[src/rtl/sfla_pkg.sv]
`timescale 1ns / 1ps
package sfla_pkg;
  localparam int MemWords  = 1024;
  localparam int FreeSlots = 16;
  localparam int SegIds    = 16;
  localparam int AW = 11;
  localparam int CW = $clog2(FreeSlots + 1);
  localparam int IW = $clog2(SegIds);

  typedef enum logic [1:0] {
    ST_OK = 2'd0, ST_NOFIT = 2'd1, ST_BADID = 2'd2, ST_FULL = 2'd3
  } status_t;

  typedef enum logic [2:0] {
    OP_NONE, OP_INIT, OP_DEL, OP_INS, OP_SET
  } cop_t;

  // command broadcast to every cell in the row
  typedef struct packed {
    cop_t          op;
    logic [CW-1:0] pos;
    logic [AW-1:0] base;
    logic [AW-1:0] len;
  } cell_cmd_t;

  typedef struct packed {
    logic [AW-1:0] base;
    logic [AW-1:0] len;
  } seg_t;

  typedef enum logic [2:0] {
    S_IDLE, S_SCAN, S_ACT, S_OUT
  } state_t;
endpackage

[src/rtl/sfla_if.sv]
`timescale 1ns / 1ps
interface sfla_in_if;
  logic        valid;
  logic        ready;
  logic        func;
  logic [3:0]  seg_id;
  logic [9:0]  seg_start;
  logic [10:0] seg_size;
  modport source (output valid, func, seg_id, seg_start, seg_size, input ready);
  modport sink   (input valid, func, seg_id, seg_start, seg_size, output ready);
endinterface

interface sfla_out_if;
  logic       valid;
  logic       ready;
  logic [1:0] status;
  modport source (output valid, status, input ready);
  modport sink   (input valid, status, output ready);
endinterface

interface sfla_cfg_if;
  logic        valid;
  logic        ready;
  logic [10:0] data;
  modport source (output valid, data, input ready);
  modport sink   (input valid, data, output ready);
endinterface

[src/rtl/segment_free_list_allocator_core.sv]
`timescale 1ns / 1ps
// Segment allocator with a sorted free list held in a row of cells.
// Channels: in (func, seg_id, seg_start, seg_size), out (status) and cfg
// (memory size in words). All use valid/ready; an item moves when both are high.
// A create claims an exact range that must sit in one free segment; a
// remove returns a segment and merges it with its free neighbours.
// After the item is taken, the free list is scanned slot by slot, then up
// to two list edits are issued; the status is then held in the output
// register until taken.
// One item is handled at a time; a new item is taken once the status has
// been taken, so a stalled receiver holds off the input.
// Reset (rst_n, synchronous, active low) leaves one free segment of 1024
// words and no segments allocated. A cfg write reloads the free list and
// clears all allocations.
module segment_free_list_allocator_core (
  input logic clk,
  input logic rst_n,
  sfla_in_if.sink    in_ch,
  sfla_out_if.source out_ch,
  sfla_cfg_if.sink   cfg_ch
);
  import sfla_pkg::*;

  cell_cmd_t     cmd, cmd_mux;
  seg_t          q [FreeSlots];
  seg_t          rd;
  logic [CW-1:0] rd_idx;

  // reset reloads the list like a cfg write of the full size
  always_comb begin
    cmd_mux = cmd;
    if (!rst_n) cmd_mux = '{op: OP_INIT, pos: '0, base: '0, len: AW'(MemWords)};
  end

  assign rd = (rd_idx < CW'(FreeSlots)) ? q[rd_idx[$clog2(FreeSlots)-1:0]] : '0;

  sfla_ctrl u_ctrl (
    .clk, .rst_n, .in_ch, .out_ch, .cfg_ch, .rd, .rd_idx, .cmd
  );

  for (genvar g = 0; g < FreeSlots; g++) begin : g_cell
    sfla_cell u_cell (
      .clk,
      .idx   (CW'(g)),
      .cmd   (cmd_mux),
      .left  ((g == 0) ? seg_t'('0) : q[(g == 0) ? 0 : g - 1]),
      .right ((g == FreeSlots - 1) ? seg_t'('0) : q[(g == FreeSlots - 1) ? g : g + 1]),
      .q     (q[g])
    );
  end
endmodule

[src/rtl/sfla_cell.sv]
`timescale 1ns / 1ps
module sfla_cell (
  input  logic               clk,
  input  logic [sfla_pkg::CW-1:0] idx,
  input  sfla_pkg::cell_cmd_t cmd,
  input  sfla_pkg::seg_t     left,
  input  sfla_pkg::seg_t     right,
  output sfla_pkg::seg_t     q
);
  import sfla_pkg::*;
  seg_t q_r;
  assign q = q_r;

  // shift left on delete, right on insert, load at the target slot
  always_ff @(posedge clk) begin
    unique case (cmd.op)
      OP_INIT: begin
        q_r.base <= '0;
        q_r.len  <= (idx == '0) ? cmd.len : '0;
      end
      OP_DEL: if (idx >= cmd.pos) q_r <= right;
      OP_INS: begin
        if (idx == cmd.pos) q_r <= '{base: cmd.base, len: cmd.len};
        else if (idx > cmd.pos) q_r <= left;
      end
      OP_SET: if (idx == cmd.pos) q_r <= '{base: cmd.base, len: cmd.len};
      default: ;
    endcase
  end
endmodule

[src/rtl/sfla_ctrl.sv]
`timescale 1ns / 1ps
module sfla_ctrl (
  input  logic clk,
  input  logic rst_n,
  sfla_in_if.sink   in_ch,
  sfla_out_if.source out_ch,
  sfla_cfg_if.sink  cfg_ch,
  input  sfla_pkg::seg_t rd,
  output logic [sfla_pkg::CW-1:0] rd_idx,
  output sfla_pkg::cell_cmd_t cmd
);
  import sfla_pkg::*;

  state_t state_r, state_nxt;
  logic [CW-1:0] cnt_r, cnt_nxt, p_r, p_nxt;
  logic [CW-1:0] fcnt_r, fcnt_nxt;
  logic          func_r;
  logic [IW-1:0] id_r;
  logic [AW-1:0] start_r, size_r;
  logic [AW:0]   end_r;
  logic          found_r, found_nxt, mprev_r, mprev_nxt;
  seg_t          hit_r, hit_nxt, prv_r, prv_nxt, nxt_r, nxt_nxt;
  logic          nxtv_r, nxtv_nxt;
  logic [1:0]    st_r, st_nxt;
  logic [SegIds-1:0] av_r;
  logic [AW-2:0] abase_m [SegIds];
  logic [AW-1:0] alen_m  [SegIds];
  logic [AW-1:0] abase_r, alen_r;
  logic [AW-1:0] tot;
  logic          aset, aclr;
  logic [AW-1:0] fend, end_w;
  logic          step2_r, step2_nxt;

  assign tot = (cfg_ch.data > AW'(MemWords)) ? AW'(MemWords) : cfg_ch.data;
  assign in_ch.ready  = (state_r == S_IDLE) && !cfg_ch.valid;
  assign cfg_ch.ready = (state_r == S_IDLE);
  assign out_ch.valid = (state_r == S_OUT);
  assign out_ch.status = st_r;
  assign rd_idx = cnt_r;
  assign fend = rd.base + rd.len;
  // a range that fits never ends past the memory, so the low bits suffice
  assign end_w = end_r[AW-1:0];

  // allocation table memory, read once when the item is taken
  always_ff @(posedge clk) begin
    if (aset) begin
      abase_m[id_r] <= start_r[AW-2:0];
      alen_m[id_r]  <= size_r;
    end
    if (in_ch.valid && in_ch.ready) begin
      abase_r <= {1'b0, abase_m[in_ch.seg_id]};
      alen_r  <= alen_m[in_ch.seg_id];
    end
  end

  always_ff @(posedge clk) begin
    if (!rst_n) begin
      state_r <= S_IDLE;
      av_r    <= '0;
      fcnt_r  <= CW'(1);
    end else begin
      state_r <= state_nxt;
      fcnt_r  <= fcnt_nxt;
      if (cfg_ch.valid && cfg_ch.ready) av_r <= '0;
      else if (aset) av_r[id_r] <= 1'b1;
      else if (aclr) av_r[id_r] <= 1'b0;
    end
  end

  always_ff @(posedge clk) begin
    cnt_r <= cnt_nxt; p_r <= p_nxt; found_r <= found_nxt; mprev_r <= mprev_nxt;
    hit_r <= hit_nxt; prv_r <= prv_nxt; nxt_r <= nxt_nxt; nxtv_r <= nxtv_nxt;
    st_r <= st_nxt; step2_r <= step2_nxt;
    if (in_ch.valid && in_ch.ready) begin
      func_r  <= in_ch.func;
      id_r    <= in_ch.seg_id;
      start_r <= {1'b0, in_ch.seg_start};
      size_r  <= in_ch.seg_size;
      end_r   <= {2'b00, in_ch.seg_start} + {1'b0, in_ch.seg_size};
    end
  end

  // sequencer: scan the row one slot a cycle, then issue up to two edits
  always_comb begin
    state_nxt = state_r; cnt_nxt = cnt_r; p_nxt = p_r; found_nxt = found_r;
    mprev_nxt = mprev_r; hit_nxt = hit_r; prv_nxt = prv_r; nxt_nxt = nxt_r;
    nxtv_nxt = nxtv_r; st_nxt = st_r; step2_nxt = step2_r;
    fcnt_nxt = fcnt_r; aset = 1'b0; aclr = 1'b0;
    cmd = '{op: OP_NONE, pos: '0, base: '0, len: '0};
    unique case (state_r)
      S_IDLE: begin
        if (cfg_ch.valid) begin
          cmd = '{op: OP_INIT, pos: '0, base: '0, len: tot};
          fcnt_nxt = (tot == '0) ? '0 : CW'(1);
        end else if (in_ch.valid) begin
          cnt_nxt = '0; found_nxt = 1'b0; mprev_nxt = 1'b0; nxtv_nxt = 1'b0;
          step2_nxt = 1'b0;
          state_nxt = S_SCAN;
        end
      end
      S_SCAN: begin
        if (func_r == 1'b0) begin
          if (size_r == '0) begin
            st_nxt = ST_NOFIT; state_nxt = S_OUT;
          end else if (cnt_r >= fcnt_r) begin
            st_nxt = ST_NOFIT; state_nxt = S_OUT;
          end else if (rd.base <= start_r && {1'b0, fend} >= end_r) begin
            p_nxt = cnt_r; hit_nxt = rd; state_nxt = S_ACT;
          end else cnt_nxt = cnt_r + 1'b1;
        end else begin
          if (!av_r[id_r]) begin
            st_nxt = ST_BADID; state_nxt = S_OUT;
          end else if (cnt_r < fcnt_r && rd.base < abase_r) begin
            prv_nxt = rd; mprev_nxt = (fend == abase_r);
            cnt_nxt = cnt_r + 1'b1;
          end else begin
            p_nxt = cnt_r;
            nxtv_nxt = (cnt_r < fcnt_r) && (abase_r + alen_r == rd.base);
            nxt_nxt = rd;
            state_nxt = S_ACT;
          end
        end
      end
      S_ACT: begin
        st_nxt = ST_OK; state_nxt = S_OUT;
        if (func_r == 1'b0) begin
          if (hit_r.base == start_r && hit_r.base + hit_r.len == end_w) begin
            cmd = '{op: OP_DEL, pos: p_r, base: '0, len: '0};
            fcnt_nxt = fcnt_r - 1'b1; aset = 1'b1;
          end else if (hit_r.base == start_r) begin
            cmd = '{op: OP_SET, pos: p_r, base: hit_r.base + size_r,
                    len: hit_r.len - size_r};
            aset = 1'b1;
          end else if (hit_r.base + hit_r.len == end_w) begin
            cmd = '{op: OP_SET, pos: p_r, base: hit_r.base, len: hit_r.len - size_r};
            aset = 1'b1;
          end else if (!step2_r && fcnt_r >= CW'(FreeSlots)) begin
            st_nxt = ST_FULL;
          end else if (!step2_r) begin
            cmd = '{op: OP_INS, pos: p_r + 1'b1, base: end_w,
                    len: hit_r.base + hit_r.len - end_w};
            fcnt_nxt = fcnt_r + 1'b1; step2_nxt = 1'b1; state_nxt = S_ACT;
          end else begin
            cmd = '{op: OP_SET, pos: p_r, base: hit_r.base,
                    len: start_r - hit_r.base};
            aset = 1'b1;
          end
        end else begin
          if (mprev_r && nxtv_r) begin
            if (!step2_r) begin
              cmd = '{op: OP_SET, pos: p_r - 1'b1, base: prv_r.base,
                      len: prv_r.len + alen_r + nxt_r.len};
              step2_nxt = 1'b1; state_nxt = S_ACT;
            end else begin
              cmd = '{op: OP_DEL, pos: p_r, base: '0, len: '0};
              fcnt_nxt = fcnt_r - 1'b1; aclr = 1'b1;
            end
          end else if (mprev_r) begin
            cmd = '{op: OP_SET, pos: p_r - 1'b1, base: prv_r.base,
                    len: prv_r.len + alen_r};
            aclr = 1'b1;
          end else if (nxtv_r) begin
            cmd = '{op: OP_SET, pos: p_r, base: abase_r, len: nxt_r.len + alen_r};
            aclr = 1'b1;
          end else if (fcnt_r >= CW'(FreeSlots)) begin
            st_nxt = ST_FULL;
          end else begin
            cmd = '{op: OP_INS, pos: p_r, base: abase_r, len: alen_r};
            fcnt_nxt = fcnt_r + 1'b1; aclr = 1'b1;
          end
        end
      end
      S_OUT: if (out_ch.ready) state_nxt = S_IDLE;
      default: state_nxt = S_IDLE;
    endcase
    // mprev only counts if the last scanned entry was directly before p
    if (state_r == S_SCAN && func_r && av_r[id_r] &&
        cnt_r < fcnt_r && rd.base < abase_r) mprev_nxt = (fend == abase_r);
  end
endmodule

[src/flat_wrapper.sv]
// flat-port wrapper written by rule: the top's interface ports become plain ports
module segment_free_list_allocator_core_flat import sfla_pkg::*;
  (clk, rst_n, in_ch_valid, in_ch_func, in_ch_seg_id, in_ch_seg_start, in_ch_seg_size, in_ch_ready, out_ch_valid, out_ch_status, out_ch_ready, cfg_ch_valid, cfg_ch_data, cfg_ch_ready);
  sfla_in_if in_ch_i ();
  sfla_out_if out_ch_i ();
  sfla_cfg_if cfg_ch_i ();
  input logic clk;
  input logic rst_n;
  input wire logic [$bits(in_ch_i.valid)-1:0] in_ch_valid;
  input wire logic [$bits(in_ch_i.func)-1:0] in_ch_func;
  input wire logic [$bits(in_ch_i.seg_id)-1:0] in_ch_seg_id;
  input wire logic [$bits(in_ch_i.seg_start)-1:0] in_ch_seg_start;
  input wire logic [$bits(in_ch_i.seg_size)-1:0] in_ch_seg_size;
  output wire logic [$bits(in_ch_i.ready)-1:0] in_ch_ready;
  output wire logic [$bits(out_ch_i.valid)-1:0] out_ch_valid;
  output wire logic [$bits(out_ch_i.status)-1:0] out_ch_status;
  input wire logic [$bits(out_ch_i.ready)-1:0] out_ch_ready;
  input wire logic [$bits(cfg_ch_i.valid)-1:0] cfg_ch_valid;
  input wire logic [$bits(cfg_ch_i.data)-1:0] cfg_ch_data;
  output wire logic [$bits(cfg_ch_i.ready)-1:0] cfg_ch_ready;
  assign in_ch_i.valid = in_ch_valid;
  assign in_ch_i.func = in_ch_func;
  assign in_ch_i.seg_id = in_ch_seg_id;
  assign in_ch_i.seg_start = in_ch_seg_start;
  assign in_ch_i.seg_size = in_ch_seg_size;
  assign in_ch_ready = in_ch_i.ready;
  assign out_ch_valid = out_ch_i.valid;
  assign out_ch_status = out_ch_i.status;
  assign out_ch_i.ready = out_ch_ready;
  assign cfg_ch_i.valid = cfg_ch_valid;
  assign cfg_ch_i.data = cfg_ch_data;
  assign cfg_ch_ready = cfg_ch_i.ready;
  segment_free_list_allocator_core u_core (.clk(clk), .rst_n(rst_n), .in_ch(in_ch_i), .out_ch(out_ch_i), .cfg_ch(cfg_ch_i));
endmodule
[config.mk]
export PLATFORM = sky130hd
export DESIGN_NAME = segment_free_list_allocator_core_flat
export DESIGN_NICKNAME = d
export VERILOG_FILES = /design/src/rtl/sfla_pkg.sv /design/src/rtl/sfla_if.sv /design/src/rtl/segment_free_list_allocator_core.sv /design/src/rtl/sfla_cell.sv /design/src/rtl/sfla_ctrl.sv /design/src/flat_wrapper.sv
export SDC_FILE = /design/constraint.sdc
export NUM_CORES = 2
export LEC_CHECK = 0
export ABC_CLOCK_PERIOD_IN_PS = 14200
export CAP_MARGIN = 20
export CORE_MARGIN = 2
export CORE_UTILIZATION = 50
export CTS_CLUSTER_SIZE = 8
export DETAILED_ROUTE_END_ITERATION = 7
export DONT_BUFFER_PORTS = 1
export PLACE_DENSITY = 0.75
export SLEW_MARGIN = 25
export SYNTH_ARGS = -nofsm -noshare
export SYNTH_HDL_FRONTEND = slang
export SYNTH_SLANG_ARGS = --single-unit
[constraint.sdc]
create_clock -name clk -period 14.2 [get_ports clk]
set_input_delay 1.42 -clock clk [delete_from_list [all_inputs] [get_ports clk]]
set_output_delay 1.42 -clock clk [all_outputs]
set_load 0.1 [all_outputs]
Yosys cells after proc, flatten, opt, wreduce, memory -nomap -nowiden
Memories as Yosys holds them, arrays and structs flattened. A register that Yosys moved wholly into a read port is not among the register bits.
Index checks and enable logic that the tools add are counted.
Word-level totals
  input port bits: 42
  flip-flop bits (word level): 484
  word-level logic and storage cells: 486
  bits in latches: 0
  memory bits (writable): 336
  output and inout bits: 5
  bits in read-only memories: 0
  memories kept: 2
Memories
  u_core.u_ctrl.alen_m: depth 16, bits a word 11, read ports 1, clocked after Yosys merged registers in 1, write ports 1, RTL line sfla_ctrl.sv:27  | logic [AW-1:0] alen_m [SegIds];
  u_core.u_ctrl.abase_m: depth 16, bits a word 10, read ports 1, clocked after Yosys merged registers in 1, write ports 1, RTL line sfla_ctrl.sv:26  | logic [AW-2:0] abase_m [SegIds];
Cells by class
  muxes and demuxes: 198
  shift operators: 0
  add/subtract/negate cells: 16
  $mul: 0
  reductions and logical operators: 55
  divide/modulo/power cells: 0
  eq/ne operators: 112
  bitwise gates (word level): 9
  magnitude comparators: 43
Operators with widths (count)
  22-bit 2-to-1 mux: 67
  22-bit one-hot mux with 4 select lines: 16
  30-bit 2-to-1 mux: 11
  5-bit 2-to-1 mux: 26
  22-bit binary-select mux with 4-bit select: 1
  2-bit != test (second input constant): 40
  3-bit != test (second input constant): 26
  4-bit AND reduction: 18
  11-bit adder: 6
  30-bit one-hot mux with 2 select lines: 1
  4-bit by 5-bit == test with 1-bit output (first input constant): 8
  4-bit by 5-bit greater-or-equal comparator with 1-bit output (first input constant): 8
  4-bit by 5-bit > comparator with 1-bit output (first input constant): 8
  4-bit != test (second input constant): 10
  1-bit 2-to-1 mux: 39
  16-bit 2-to-1 mux: 2
  3-bit 2-to-1 mux: 10
  29-bit 2-to-1 mux: 1
  28-bit 2-to-1 mux: 1
  2-bit 2-to-1 mux: 13
  11-bit by 10-bit == test with 1-bit output: 2
  11-bit == test: 2
  11-bit zero test: 2
  11-bit subtractor: 2
  other kinds (56): 113

Logic depth before layout (Yosys ltp)
  depth in word-level cells: 14
  gate-level depth with buffers: 27
  depth with buffers taken out: 22

By module
A second synthesis with hierarchy kept.
Second synthesis, totals
  cell total of the unflattened synthesis: 4126
  area, all modules: 50380.8 um^2
By module, submodules not included
  sfla_ctrl: cells an instance 1822, area each 25311.8 um^2, sequential area each 14423.8 um^2, times used 1
  sfla_cell at u_core.g_cell[0].u_cell ...: cells an instance 119, area each 1346.3 um^2, sequential area each 660.6 um^2, times used 9
  sfla_cell at u_core.g_cell[3].u_cell ...: cells an instance 120, area each 1366.3 um^2, sequential area each 660.6 um^2, times used 7
  segment_free_list_allocator_core: cells an instance 393, area each 3388.2 um^2, sequential area each 0.0 um^2, times used 1

Worst setup path after synthesis
OpenSTA, ideal clock, no wires.
  path kind: register to register
  start point: register u_core.u_ctrl.cnt_r[1] (netlist: u_core.u_ctrl.rd_idx[1])
  end point: register u_core.u_ctrl.hit_r[0] (netlist name) (enable)
  period minus slack after synthesis: 7397 ps
  arrival: 6996 ps
  required time: 13799 ps
  setup time: 401 ps
  slack: 6803 ps
  cell stages (with the launch flop): 27
  path buffers: 6
  path through: edfxtp_1 buf_2 buf_2 buf_2 buf_2 buf_1 clkbuf_1 mux4_2 mux4_2 nor2b_1 ha_1 fa_1 a21o_1 a21oi_1 nor2b_1 o21a_1 o21ai_0 a21oi_1 nor2_1 o21ai_0 xor2_1 ha_1 o2111a_1 a221oi_1 nor4_1 inv_1 nor2_1
RTL lines
  start, declared: RTL line sfla_ctrl.sv:15  | logic [CW-1:0] cnt_r, cnt_nxt, p_r, p_nxt;
  start signal, assigned: RTL line sfla_ctrl.sv:71  | cnt_r <= cnt_nxt; p_r <= p_nxt; found_r <= found_nxt; mprev_r <= mprev_nxt;
  end signal, assigned: RTL line sfla_ctrl.sv:72  | hit_r <= hit_nxt; prv_r <= prv_nxt; nxt_r <= nxt_nxt; nxtv_r <= nxtv_nxt;
  end, declared: RTL line sfla_ctrl.sv:22  | seg_t hit_r, hit_nxt, prv_r, prv_nxt, nxt_r, nxt_nxt;

Final worst setup path
  start point: register u_core.u_ctrl.hit_r[1] (netlist name)
  end point: register u_core.g_cell[1].u_cell.q_r (netlist bit u_core.g_cell[1].u_cell.q[3]), data pin
Between the ends
  cells in the longest elaborated chain, start to end: 12
  elaborated cells between the ends (all ways): 21
  those cells by class: 3 x add/sub; 6 x eq/ne; 11 x mux; 1 x reduce/logical
RTL lines
  11-bit adder: RTL line sfla_ctrl.sv:127, sfla_ctrl.sv:134, sfla_ctrl.sv:141
  11-bit subtractor: RTL line sfla_ctrl.sv:141  | len: hit_r.base + hit_r.len - end_w};
  30-bit 2-to-1 mux: RTL line sfla_ctrl.sv:139  | end else if (!step2_r) begin
  30-bit 2-to-1 mux: RTL line sfla_ctrl.sv:137  | end else if (!step2_r && fcnt_r >= CW'(FreeSlots)) begin
  30-bit 2-to-1 mux: RTL line sfla_ctrl.sv:134  | end else if (hit_r.base + hit_r.len == end_w) begin
  30-bit 2-to-1 mux: RTL line sfla_ctrl.sv:130  | end else if (hit_r.base == start_r) begin
  30-bit 2-to-1 mux (*): RTL line sfla_ctrl.sv:127  | if (hit_r.base == start_r && hit_r.base + hit_r.len == end_w) begin
  30-bit 2-to-1 mux (*): RTL line sfla_ctrl.sv:126  | if (func_r == 1'b0) begin
  30-bit one-hot mux with 2 select lines (*): RTL line sfla_ctrl.sv:90  | unique case (state_r)
  30-bit 2-to-1 mux (*): RTL line segment_free_list_allocator_core.sv:32  | if (!rst_n) cmd_mux = '{op: OP_INIT, pos: '0, base: '0, len: AW'(MemWords)};
  22-bit 2-to-1 mux, on equally long branches: RTL line sfla_cell.sv:26, sfla_cell.sv:23
  22-bit one-hot mux with 4 select lines (*): RTL line sfla_cell.sv:16  | unique case (cmd.op)
  end signal, assigned: RTL line sfla_cell.sv:21  | OP_DEL: if (idx >= cmd.pos) q_r <= right;
  end signal, assigned: RTL line sfla_cell.sv:24  | else if (idx > cmd.pos) q_r <= left;
  end signal, assigned: RTL line sfla_cell.sv:26  | OP_SET: if (idx == cmd.pos) q_r <= '{base: cmd.base, len: cmd.len};
  end, declared: RTL line sfla_cell.sv:11  | seg_t q_r;
Mark *: on every way between the ends. The rest lies on a longest branch, timed or not. The select of a mux whose other input is x is not followed.
A chain may end at the register's enable or synchronous reset.

==> results.md <==
- Clock buffer depth: 3
- FMAX: 0.136 GHz
- CP most frequent cell: a21oi_1
- Vias in the first global route: about 34000
- Global-route wire length before repair: between 200 and 250 mm
- Lkg Pwr: about 18 nW
- 1st-pass router iterations: 7
- NetSw: 2.95 mW
- DRT Wirelength: approximately 150 mm
- Antenna violations before repair: 5
- RSZ-0062 raised after global routing: no
- First DRT Iteration DRCs: a little under 6000
- Max-slew violation count: 0
- Total negative slack: 0 ns
- Worst-Margin Slew: approximately 1.2 ns
- Period Utilization, post-route: between 50 and 60%
- Max-cap viol count: 0
- Seq pwr share: a little over two fifths
- Dpl hpwl: 90.2 mm
- Worst path required time: roughly 15 ns
- Final GP Congestion: 0.992
- Average wire per standard cell: about 30 microns
- Worst clock skew: ~0.068 ns
- Final core utilization: about 55%
- Std cell rows: ~110
- Distinct cells, synth: 89
- Critical Path Start Type: flip-flop
- Total internal power: around 5.6 mW
- Yosys warning count: 0
- Hold crit path type: flip-flop to flip-flop
- Core Region: ~0.093 sq mm
- Critical Path End Type: flip-flop
- Synthesized area: ~0.047 sq mm
- Final hold vios: 0
- Post-synthesis register bit count: 840
- Final Critical Period: ~7.4 ns
- Critical path peak fanout: ~180
- # fillers: 7497
- Status: finished, final reports clean
- Clk_lat worst skew: about 0.74 ns
- Die X: around 310 microns
- Vias per std cell: 7.13
- Clock root buffer: clkbuf_16
- Total Die Area: 0.0966 sq mm
- Gr ovfl total: 0
- CP arrival: a little under 8 ns
- CP Class: flip-flop to flip-flop
- Share of total power in combinational logic: 27.3%
- Post-synth EDFFs: roughly 800
- Initial Util: slightly above 50%
- Chip height: 311 microns
- Share of cells above drive strength 1: 14.4%
- Switching part of the total: 34.3%
- Worst path slowest cell: buf_4
- Post-route antenna net violation count: 0
- TritonCTS buffer count: ~120
- Clock Sinks: 840
- Nets: 3891
- Drt drc: 0
- Top_reg_cell synth: edfxtp_1
- Final setup viols: 0
- Most common cell after layout, fill and taps aside: edfxtp_1
- PortBufs: 0
- Post-CTS Setup Inserts: 0
- Post-synth net total: 3990
- Worst-case vdd ir drop: roughly 0.13 mV
- Slew margin rel.: between 15 and 20%
- Slowest stage delay, CP: around 0.77 ns
- Area Growth Syn to Fin: 9.51%
- Largest net degree at the start of global routing: ~180
- Share of flip-flops with an asynchronous set or reset: 0%
- CTS tree: done
- Pwr per Cell Area: approximately 170 mW/mm^2
- Sequential element share of the synthesized area: a little over half
- Worst hold slack: 0.493 ns
- Syn avg cell area: 12.4 sq um
- Resized cells post-CTS: 0
- CTS clk-pin slew, worst paths: around 0.06 ns
- H-Tree Depth: 3
- Tot GR Track Use: a little under a third
- Top Ports: 47
- Part of the power in the clock network: between 20% and 30%
- Cells after synthesis: roughly 3800
- Placed cell count: a little under 5000
- Post-route cell area: slightly above 0.05 sq mm
- DR vias: approximately 36000
- Hold bufs inserted after CTS: 0
- Most used cells in the layout excluding fill and tap cells: edfxtp_1 (817), nand3_1 (247), a21oi_1 (234)
- Area after DPL: 0.0483 sq mm
- Fin cells: between 4000 and 5000
final timing paths:
kind,startpoint,endpoint,slack (ns),cells past startpoint
worst max-delay path,u_core.u_ctrl.hit_r[1],u_core.g_cell[1].u_cell.q[3],6.82,25
worst min-delay path,flip-flop,flip-flop,0.49,2
worst min register to register,flip-flop,flip-flop,0.49,2
worst max register to register,u_core.u_ctrl.hit_r[1],u_core.g_cell[1].u_cell.q[3],6.82,25
critical path, delay by kind of cell (launching register included):
kind	cells	cell delay, ns
buffers and inverters	3	2.01
AOI/OAI and AO/OA	11	1.91
and+or+nand+nor	8	1.60
adders and majority gates	2	0.72
DFF	1	0.49
xor gates and xnor gates	1	0.08
routing by layer:
metal | wire length [microns] | vias up | track usage (%)
li1 | - | 14900 | -
met1 | 53700 | 17500 | 39.9
met2 | 68400 | 2729 | 46.7
met3 | 19700 | 514 | 7.50
met4 | 9550 | 0 | 17.2
met5 | 0 | - | 0
per-stage QoR:
stage          total power [mW]  worst slack, ns
2_1_floorplan              5.09             6.80
3_3_place_gp               5.94             7.12
3_5_place_dp               5.97             7.10
4_1_cts                    8.49             7.05
5_1_grt                    8.82             6.37
6_report                   8.59             6.82
state kept, by name, indices dropped and copies added, names as in the netlist, 2 cells and up, named ones only:
name / count
u_core.g_cell.u_cell.q: 352
u_core.u_ctrl.alen_m: 176
u_core.u_ctrl.abase_m: 160
u_core.u_ctrl.hit_r: 22
u_core.u_ctrl.prv_r: 22
u_core.u_ctrl.end_r: 12
u_core.u_ctrl.alen_r: 11
u_core.u_ctrl.nxt_r: 11
u_core.u_ctrl.size_r: 11
u_core.u_ctrl.abase_r: 10
u_core.u_ctrl.start_r: 10
u_core.u_ctrl.fcnt_r: 5
u_core.u_ctrl.p_r: 5
u_core.u_ctrl.rd_idx: 5
u_core.u_ctrl.id_r: 4
u_core.u_ctrl.out_ch.status: 2
u_core.u_ctrl.state_r: 2
power by group through the flow:
stage | combinational [mW] | sequential [mW] | clock [mW]
floorplan | 1.51 | 3.58 | 0
global placement | 2.22 | 3.72 | 0
detailed placement | 2.25 | 3.73 | 0
CTS | 2.27 | 3.69 | 2.54
global route | 2.43 | 3.75 | 2.64
finish | 2.35 | 3.72 | 2.53
layout make-up:
class / count / area (sq um) / area share, %
Clock buffer: 156 / 3030 / 5.88
Antenna cell: 3 / 7.51 / 0.0146
Timing Repair Buffer: 80 / 648 / 1.26
Inverter: 117 / 439 / 0.852
Tap cell: 1254 / 1570 / 3.04
Clock inverter: 9 / 180 / 0.349
Sequential cell: 840 / 25000 / 48.5
Multi-Input combinational cell: 2530 / 20700 / 40.1
cell families after synthesis:
| family | Yosys count | synth area share (%) |
|---|---|---|
| xor gates and xnor gates | 109 | 2.04 |
| and+or+nand+nor | 952 | 9.58 |
| AOI/OAI and AO/OA | 1065 | 16.2 |
| buffers and inverters | 413 | 3.58 |
| muxes | 239 | 11.0 |
| adders and majority gates | 165 | 4.56 |
| DFF | 840 | 53.1 |
cells in the mapped netlist (all sizes together) (34+ instances only):
library cell	count	area, sq um
a21o	85	638
a21oi	247	1240
a311o	69	691
buf	125	604
clkbuf	171	643
edfxtp	817	24500
ha	154	1930
inv	117	439
mux4	220	4950
nand2	224	841
nand3	250	1250
nor2	241	915
nor2b	42	263
nor3	34	195
o2111ai	72	631
o211ai	181	1360
o21a	39	293
o21ai	117	589
xnor2	86	761
Note: power is estimated with default switching activity, not from simulation.
